### src/rtl/dsm_pkg.sv
// Shared types, constants and the byte-to-base mapping for the DNA site matcher.
`timescale 1ns / 1ps
`default_nettype none

package dsm_pkg;

    // Field widths fixed by the interface.
    localparam int BYTE_W      = 8;
    localparam int CODE_W      = 3;
    localparam int CODE_SLOTS  = 16;
    localparam int CODES_W     = CODE_W * CODE_SLOTS;
    localparam int LEN_W       = 5;
    localparam int RESULT_W    = 32;
    localparam int CFG_INDEX_W = 4;

    // Base codes.
    localparam logic [CODE_W-1:0] CODE_A        = 3'd0;
    localparam logic [CODE_W-1:0] CODE_C        = 3'd1;
    localparam logic [CODE_W-1:0] CODE_G        = 3'd2;
    localparam logic [CODE_W-1:0] CODE_T        = 3'd3;
    localparam logic [CODE_W-1:0] NO_MATCH_CODE = 3'd4;
    localparam logic [CODE_W-1:0] GAP_CODE      = 3'd5;
    localparam logic [CODE_W-1:0] BAD_CODE_6    = 3'd6;
    localparam logic [CODE_W-1:0] BAD_CODE_7    = 3'd7;

    // Configuration register indexes.
    localparam logic [CFG_INDEX_W-1:0] CFG_PATTERN_CODES  = 4'd0;
    localparam logic [CFG_INDEX_W-1:0] CFG_PATTERN_LENGTH = 4'd1;

    // Reset values of the configuration registers.
    localparam logic [CODES_W-1:0] PATTERN_CODES_RESET  = '0;
    localparam logic [LEN_W-1:0]   PATTERN_LENGTH_RESET = 5'd4;

    // Pattern as seen by the comparator.
    typedef struct packed {
        logic [CODES_W-1:0] codes;
        logic [LEN_W-1:0]   len;
        logic               invalid;
    } pattern_t;

    // Maps a raw sequence character to its base code.
    function automatic logic [CODE_W-1:0] map_base(input logic [BYTE_W-1:0] b);
        logic [CODE_W-1:0] code;
        case (b)
            8'h41, 8'h61: code = CODE_A;
            8'h43, 8'h63: code = CODE_C;
            8'h47, 8'h67: code = CODE_G;
            8'h54, 8'h74: code = CODE_T;
            8'h2D:        code = GAP_CODE;
            default:      code = NO_MATCH_CODE;
        endcase
        return code;
    endfunction

endpackage

`default_nettype wire

### src/rtl/dsm_cfg_regs.sv
// Configuration registers of the site pattern and its derived length and validity.
`timescale 1ns / 1ps
`default_nettype none

module dsm_cfg_regs #(
    parameter int MAX_PATTERN = 16
) (
    input  wire logic                            clk,
    input  wire logic                            rst_n,
    input  wire logic                            cfg_valid,
    input  wire logic [dsm_pkg::CFG_INDEX_W-1:0] cfg_index,
    input  wire logic [dsm_pkg::CODES_W-1:0]     cfg_data,
    output dsm_pkg::pattern_t                    pattern
);

    // Longest pattern the matcher can hold.
    localparam int CAP = (MAX_PATTERN < dsm_pkg::CODE_SLOTS) ? MAX_PATTERN
                                                            : dsm_pkg::CODE_SLOTS;

    logic [dsm_pkg::CODES_W-1:0] codes_reg;
    logic [dsm_pkg::LEN_W-1:0]   length_reg;
    logic [dsm_pkg::LEN_W-1:0]   eff_len;
    logic                        invalid;

    // Register writes; unknown indexes are dropped.
    always_ff @(posedge clk or negedge rst_n)
    begin
        if (!rst_n)
        begin
            codes_reg  <= dsm_pkg::PATTERN_CODES_RESET;
            length_reg <= dsm_pkg::PATTERN_LENGTH_RESET;
        end
        else if (cfg_valid)
        begin
            unique case (cfg_index)
                dsm_pkg::CFG_PATTERN_CODES:  codes_reg  <= cfg_data;
                dsm_pkg::CFG_PATTERN_LENGTH: length_reg <= cfg_data[dsm_pkg::LEN_W-1:0];
                default: ;
            endcase
        end
    end

    // Length is capped at what the history and the code field can hold.
    assign eff_len = (length_reg > dsm_pkg::LEN_W'(CAP)) ? dsm_pkg::LEN_W'(CAP) : length_reg;

    // A pattern with the no-match code or code 6 or 7 among its used bases is invalid.
    always_comb
    begin
        logic [dsm_pkg::CODE_W-1:0] p;
        invalid = 1'b0;
        for (int k = 0; k < CAP; k++)
        begin
            p = codes_reg[k*dsm_pkg::CODE_W +: dsm_pkg::CODE_W];
            if ((dsm_pkg::LEN_W'(k) < eff_len) &&
                (p == dsm_pkg::NO_MATCH_CODE || p == dsm_pkg::BAD_CODE_6 ||
                 p == dsm_pkg::BAD_CODE_7))
            begin
                invalid = 1'b1;
            end
        end
    end

    assign pattern.codes   = codes_reg;
    assign pattern.len     = eff_len;
    assign pattern.invalid = invalid;

endmodule

`default_nettype wire

### src/rtl/dsm_compare.sv
// Parallel compare of the base window against the reversed site pattern.
`timescale 1ns / 1ps
`default_nettype none

module dsm_compare #(
    parameter int CAP = 16
) (
    input  wire logic [CAP-1:0][dsm_pkg::CODE_W-1:0] window,
    input  wire dsm_pkg::pattern_t                   pattern,
    output logic                                     match
);

    // Window slot k (k = 0 is the newest base) meets pattern base len-1-k.
    always_comb
    begin
        logic                        all_eq;
        logic [dsm_pkg::LEN_W-1:0]   sel;
        logic [dsm_pkg::CODE_W-1:0]  p;
        all_eq = 1'b1;
        for (int k = 0; k < CAP; k++)
        begin
            sel = pattern.len - dsm_pkg::LEN_W'(k) - dsm_pkg::LEN_W'(1);
            p   = dsm_pkg::CODE_W'(pattern.codes >> (7'(sel) * 7'd3));
            if ((dsm_pkg::LEN_W'(k) < pattern.len) && (window[k] != p))
            begin
                all_eq = 1'b0;
            end
        end
        match = (pattern.len != '0) && !pattern.invalid && all_eq;
    end

endmodule

`default_nettype wire

### src/rtl/dsm_site_matcher_core.sv
// Sequence state (base history, position, site count) and the result register.
`timescale 1ns / 1ps
`default_nettype none

module dsm_site_matcher_core #(
    parameter int MAX_PATTERN   = 16,
    parameter int POSITION_BITS = 32
) (
    input  wire logic                         clk,
    input  wire logic                         rst_n,
    input  wire logic                         step,
    input  wire logic [dsm_pkg::CODE_W-1:0]   code,
    input  wire logic                         restart,
    input  wire dsm_pkg::pattern_t            pattern,
    output logic                              site_found,
    output logic [dsm_pkg::RESULT_W-1:0]      site_start,
    output logic [dsm_pkg::RESULT_W-1:0]      site_total,
    output logic                              pattern_invalid
);

    localparam int CAP    = (MAX_PATTERN < dsm_pkg::CODE_SLOTS) ? MAX_PATTERN
                                                               : dsm_pkg::CODE_SLOTS;
    localparam int HIST_D = (MAX_PATTERN > 1) ? MAX_PATTERN - 1 : 1;
    localparam int WIDE   = (POSITION_BITS > dsm_pkg::RESULT_W) ? POSITION_BITS
                                                               : dsm_pkg::RESULT_W;
    localparam logic [POSITION_BITS-1:0]    POS_MAX   = '1;
    localparam logic [dsm_pkg::RESULT_W-1:0] COUNT_MAX = '1;

    logic [HIST_D-1:0][dsm_pkg::CODE_W-1:0] hist_reg, hist_next, hist_eff;
    logic [POSITION_BITS-1:0]               pos_reg, pos_next, pos_eff;
    logic [dsm_pkg::RESULT_W-1:0]           count_reg, count_next, count_eff;
    logic [CAP-1:0][dsm_pkg::CODE_W-1:0]    window;
    logic                                   match;
    logic [WIDE-1:0]                        start_wide;

    logic                                   found_reg;
    logic [dsm_pkg::RESULT_W-1:0]           start_reg;
    logic [dsm_pkg::RESULT_W-1:0]           total_reg;
    logic                                   invalid_reg;

    // A new sequence starts from cleared history, position and count.
    always_comb
    begin
        for (int i = 0; i < HIST_D; i++)
        begin
            hist_eff[i] = restart ? dsm_pkg::NO_MATCH_CODE : hist_reg[i];
        end
        pos_eff   = restart ? '0 : pos_reg;
        count_eff = restart ? '0 : count_reg;
    end

    // Compare window: this base, then the history, newest first.
    assign window[0] = code;
    for (genvar k = 1; k < CAP; k++)
    begin : g_window
        assign window[k] = hist_eff[k-1];
    end

    dsm_compare #(
        .CAP (CAP)
    ) u_compare (
        .window  (window),
        .pattern (pattern),
        .match   (match)
    );

    // Next sequence state.
    always_comb
    begin
        if (MAX_PATTERN > 1)
        begin
            hist_next[0] = code;
            for (int i = 1; i < HIST_D; i++)
            begin
                hist_next[i] = hist_eff[i-1];
            end
        end
        else
        begin
            hist_next = hist_eff;
        end
        pos_next   = (pos_eff == POS_MAX) ? pos_eff : pos_eff + POSITION_BITS'(1);
        count_next = (match && count_eff != COUNT_MAX) ? count_eff + dsm_pkg::RESULT_W'(1)
                                                       : count_eff;
    end

    // Start of the site: position of this base minus length plus one.
    assign start_wide = WIDE'(pos_eff) - WIDE'(pattern.len) + WIDE'(1);

    // State and result registers advance together with each request.
    always_ff @(posedge clk or negedge rst_n)
    begin
        if (!rst_n)
        begin
            for (int i = 0; i < HIST_D; i++)
            begin
                hist_reg[i] <= dsm_pkg::NO_MATCH_CODE;
            end
            pos_reg   <= '0;
            count_reg <= '0;
        end
        else if (step)
        begin
            hist_reg  <= hist_next;
            pos_reg   <= pos_next;
            count_reg <= count_next;
        end
    end

    always_ff @(posedge clk)
    begin
        if (step)
        begin
            found_reg   <= match;
            start_reg   <= match ? start_wide[dsm_pkg::RESULT_W-1:0] : '0;
            total_reg   <= count_next;
            invalid_reg <= pattern.invalid;
        end
    end

    assign site_found      = found_reg;
    assign site_start      = start_reg;
    assign site_total      = total_reg;
    assign pattern_invalid = invalid_reg;

endmodule

`default_nettype wire

### src/rtl/dna_site_matcher.sv
// Top level of the streaming DNA site matcher.
//
// Usage: sequence bytes enter as requests on the in_valid/in_ready channel
// (base_byte, sequence_start); each request yields exactly one result on the
// out_valid/out_ready channel (site_found, site_start, site_total,
// pattern_invalid). sequence_start marks the first byte of a new sequence and
// clears the base history, the position and the site count before that byte.
// The site pattern is written through the cfg_valid/cfg_ready port, index 0
// for pattern_codes and index 1 for pattern_length; the user must write it only
// while the block idles, which the block itself does not enforce. cfg_ready is always high.
// An accepted request waits in the input register; the compare works on the input
// register and loads the result register when the result register is free.
// Throughput is one request per cycle while the receiver takes the results, set by
// the combinational parallel compare of the pattern against the history register.
// When the receiver stalls, the result register holds and the input register
// keeps one more request; in_ready then drops until the result is taken.
// Reset clears the pipeline, the history (to the no-match code), the position
// and the count, and loads pattern_codes = 0 and pattern_length = 4.
`timescale 1ns / 1ps
`default_nettype none

module dna_site_matcher #(
    parameter int MAX_PATTERN   = 16,
    parameter int POSITION_BITS = 32
) (
    input  wire logic                            clk,
    input  wire logic                            rst_n,
    input  wire logic                            in_valid,
    output logic                                 in_ready,
    input  wire logic [dsm_pkg::BYTE_W-1:0]      base_byte,
    input  wire logic                            sequence_start,
    output logic                                 out_valid,
    input  wire logic                            out_ready,
    output logic                                 site_found,
    output logic [dsm_pkg::RESULT_W-1:0]         site_start,
    output logic [dsm_pkg::RESULT_W-1:0]         site_total,
    output logic                                 pattern_invalid,
    input  wire logic                            cfg_valid,
    output logic                                 cfg_ready,
    input  wire logic [dsm_pkg::CFG_INDEX_W-1:0] cfg_index,
    input  wire logic [dsm_pkg::CODES_W-1:0]     cfg_data
);

    dsm_pkg::pattern_t             pattern;
    logic                          in_valid_reg;
    logic [dsm_pkg::CODE_W-1:0]    code_reg;
    logic                          start_reg;
    logic                          out_valid_reg;
    logic                          step;

    assign cfg_ready = 1'b1;

    dsm_cfg_regs #(
        .MAX_PATTERN (MAX_PATTERN)
    ) u_cfg_regs (
        .clk       (clk),
        .rst_n     (rst_n),
        .cfg_valid (cfg_valid),
        .cfg_index (cfg_index),
        .cfg_data  (cfg_data),
        .pattern   (pattern)
    );

    // Handshake: the input stage moves on when the result register is free.
    assign step     = in_valid_reg && (!out_valid_reg || out_ready);
    assign in_ready = !in_valid_reg || step;

    always_ff @(posedge clk or negedge rst_n)
    begin
        if (!rst_n)
        begin
            in_valid_reg  <= 1'b0;
            out_valid_reg <= 1'b0;
        end
        else
        begin
            if (in_ready)
            begin
                in_valid_reg <= in_valid;
            end
            if (step)
            begin
                out_valid_reg <= 1'b1;
            end
            else if (out_ready)
            begin
                out_valid_reg <= 1'b0;
            end
        end
    end

    // Input register holds the mapped base code of the request.
    always_ff @(posedge clk)
    begin
        if (in_valid && in_ready)
        begin
            code_reg  <= dsm_pkg::map_base(base_byte);
            start_reg <= sequence_start;
        end
    end

    dsm_site_matcher_core #(
        .MAX_PATTERN   (MAX_PATTERN),
        .POSITION_BITS (POSITION_BITS)
    ) u_core (
        .clk             (clk),
        .rst_n           (rst_n),
        .step            (step),
        .code            (code_reg),
        .restart         (start_reg),
        .pattern         (pattern),
        .site_found      (site_found),
        .site_start      (site_start),
        .site_total      (site_total),
        .pattern_invalid (pattern_invalid)
    );

    assign out_valid = out_valid_reg;

endmodule

`default_nettype wire
### config.mk
export PLATFORM = sky130hd
export DESIGN_NAME = dna_site_matcher
export DESIGN_NICKNAME = d
export VERILOG_FILES = /design/src/rtl/dsm_pkg.sv /design/src/rtl/dsm_cfg_regs.sv /design/src/rtl/dsm_compare.sv /design/src/rtl/dsm_site_matcher_core.sv /design/src/rtl/dna_site_matcher.sv
export SDC_FILE = /design/constraint.sdc
export NUM_CORES = 1
export LEC_CHECK = 0
export ABC_AREA = 0
export BUFFER_PORTS_ARGS = -buffer_cell sky130_fd_sc_hd__buf_2
export CORE_UTILIZATION = 55
export DETAILED_ROUTE_END_ITERATION = 7
export PLACE_DENSITY = 0.76
export REMOVE_ABC_BUFFERS = 1
export SETUP_SLACK_MARGIN = 0.5
export SLEW_MARGIN = 30
export SYNTH_ARGS = -nofsm -noshare
export SYNTH_HDL_FRONTEND = slang
export SYNTH_HIERARCHICAL = 1
export SYNTH_SLANG_ARGS = --single-unit
### constraint.sdc
create_clock -name clk -period 7.7 [get_ports clk]
set_clock_uncertainty 0.05 [all_clocks]
set_input_delay 0.385 -clock clk [delete_from_list [all_inputs] [get_ports clk]]
set_output_delay 0.385 -clock clk [all_outputs]
set_load 0.02 [all_outputs]
==> reports/metrics.cfg <==
[run_status]
status = complete, no violations

[floorplanning]
die_x_um = 186.7
initial_core_util_pct = 55.93
core_area_um2 = 33530
dieArea_um2 = 34840
die_h_um = 186.7
ios = 135
rows = 67

[synth]
synth_top_flop_cell = dfrtp_1
synth_adder_area_share_pct = 3.776
synthDistinctLibCells = 105
synth_compound_area_share_pct = 12.38
ys_seq_area_share_pct = 33.20
ys_warn_count = 6
synth_edf_count = 70
ys_seq_elements = 234
synth_top_family_by_area = multiplexers
muxShareOfSynthArea_pct = 21.43
avgSynthCellArea_um2 = 9.877
synthSimpleGateAreaFrac_pct = 18.05
synth_area_um2 = 18760
synth_cells = 1899
synth_async_sr_flop_share_pct = 70.09
synth_xor_area_share_pct = 6.718

[grt]
grt_pass1_vias = 15132
grt_remaining_overflow = 0
grt_pass1_wl_mm = 84.22
gr-usage-all-layers_pct = 30.06
grt_start_max_net_pins = 96
antenna_found_initial = 0

[sta]
rsz0062_at_grt = false
period_share_pct = 89.08
tns_ns = 0
fin_crit_ns = 6.859
tightest_slew_ns = 1.003
setup_viol = 0
maxSlewViolCount = 0
max-slew-margin-rel_pct = 32.66
hold_violations = 0
fin_hold_ws_ns = 0.01021
timing.fmax_ghz = 0.1458

[final_layout]
final_util_pct = 63.00
drive_above_1_share_pct = 23.24
finish.instance_area_um2 = 21130
final_cell_mix = nand2_1, dfrtp_1, buf_2
final_common_cell = nand2_1
fin_nets = 2137
largest_register_ffs = 48
area_growth_pct = 12.64
diodes = 0

[detailed_routing]
via_count = 15968
wl_mm = 53.20
drt-initial-drc-count = 1582
postRouteAntennaNets = 0
routed_via_density = 6.431
drcViolationCount = 0
dr.pass1.iters = 8
wl_per_cell_um = 21.42

[cts]
clkTransAtPathRegs_ns = 0.06
clock_path_buffers = 3
clkSinkCount = 234
clockRootBuffer = clkbuf_16
cts_made_buffers = 27
clk_latency_ns = 0.58
h-tree-depth = 1
cts_setup_buffers = 0
cts_tree = yes

[place]
dpl-instance-area_um2 = 19680
gp_congestion = 0.9746
hpwl_mm = 37.48
io_buffers = 133

[worst_setup_path]
required_ns = 7.96
crit_type = reg2reg
worstSetupEndpointType = flip-flop
path_max_fanout = 39
worstRegToRegCells = 20
critPathArrivalTime_ns = 7.12
start_kind = flip-flop

[min_path]
whs_path_depth = 2
hold_path_class = in2reg

[power_and_ir_drop]
p_leak_uw = 0.008823
power.density_nw_per_um2 = 305.5
max-vdd-ir-drop_mv = 0.2395

[job]
drv_cap = 0

-- metal layers --
metal	wire length [um]	GRT usage, %
met2	24210	48.03
met5	0	0
met3	3901	4.269
met4	2290	12.26
met1	22800	41.19
-- path summary, 6_finish.rpt --
check / slack, ns / from / endpoint
setup / recovery: 0.84 / u_cfg_regs/length_reg[0] / u_core/site_total[12]
hold / removal: 0.01 / cfg_data[16] / u_cfg_regs/codes_reg[16]
setup reg to reg: 0.84 / u_cfg_regs/length_reg[0] / u_core/site_total[12]
hold reg to reg: 0.45 / u_core/hist_reg[9] / u_core/hist_reg[9]
max in group asynchronous: 6.00 / rst_n / u_core/hist_reg[2]
min in group asynchronous: 0.40 / rst_n / u_core/count_reg[27]
-- logic make-up (layout without fill, tap and decap cells) --
kind of cell | after synthesis | in the layout
DFF | 234 | 234
AOI/OAI and AO/OA | 339 | 339
adders and majority gates | 56 | 56
other | 1 | 1
muxes | 306 | 306
and+or+nand+nor | 634 | 634
buffers and inverters | 191 | 327
xor gates and xnor gates | 138 | 138
-- timing repair --
item                                    in CTS  in global routing
hold endpoints to repair                   125                  0
hold buffers                                40                  0
gates resized for setup                      0                  1
endpoints found under the setup margin       0                 13
-- metrics by stage --
| stage | power (uW) | instances | setup slack (ns) |
|---|---|---|---|
| after floorplan | 4091 | 1785 | -5.192 |
| after global placement | 4883 | 2391 | 0.7719 |
| after detailed placement | 4962 | 2391 | 0.5368 |
| after CTS | 6377 | 2480 | 0.5218 |
| after global routing | 6765 | 2483 | 0.5782 |
| final | 6455 | 2483 | 0.8410 |
-- synthesized netlist by cell type (20+ instances only) --
master | instances | area (um^2)
mux4_2 | 64 | 1441
nor3_1 | 42 | 210.2
clkbuf_1 | 61 | 229.0
edfxtp_1 | 70 | 2102
and3_1 | 22 | 137.6
nor2_1 | 117 | 439.2
nor2b_1 | 60 | 375.4
nand2_1 | 157 | 589.3
or2_2 | 20 | 125.1
nand2b_1 | 30 | 187.7
buf_2 | 33 | 165.2
dfrtp_1 | 148 | 3704
mux2_2 | 121 | 1363
mux2i_1 | 118 | 1181
o21ai_0 | 54 | 270.3
xor2_1 | 43 | 376.6
inv_1 | 72 | 270.3
xnor2_1 | 89 | 779.5
ha_1 | 55 | 688.2
nand4_1 | 24 | 150.1
a21oi_1 | 71 | 355.3
o22ai_1 | 34 | 212.7
nand3_1 | 53 | 265.3
-- where the power goes --
part           switching, uW  internal, uW
clock                    545           831
sequential               325          1450
combinational           1850          1450
-- area by class of cell --
class,count,area [um^2]
tap,448,560.5
sequential,234,6226
clock inverter,12,163.9
inverter,77,289.0
fill,2773,12410
timing repair buffer,201,1330
clock buffer,37,797.0
multi-input combinational,1474,11760
-- critical path, cell delays in order (launching register included) --
cell and delay (ns):
dfrtp_1 0.53, nor2b_4 0.55, clkinv_1 0.25, ha_4 0.69
buf_4 0.34, mux2i_1 0.62, mux2i_1 0.21, mux2i_1 0.20
mux2i_1 0.21, o21a_1 0.25, o22a_1 0.19, o21ai_1 0.12
a32oi_1 0.13, nor4_1 0.36, o2111a_1 0.27, buf_4 0.33
and4_1 0.34, o21ai_1 0.22, nor4_1 0.47, xnor2_1 0.18
nor2_1 0.05
(Power assumes the default switching activity.)
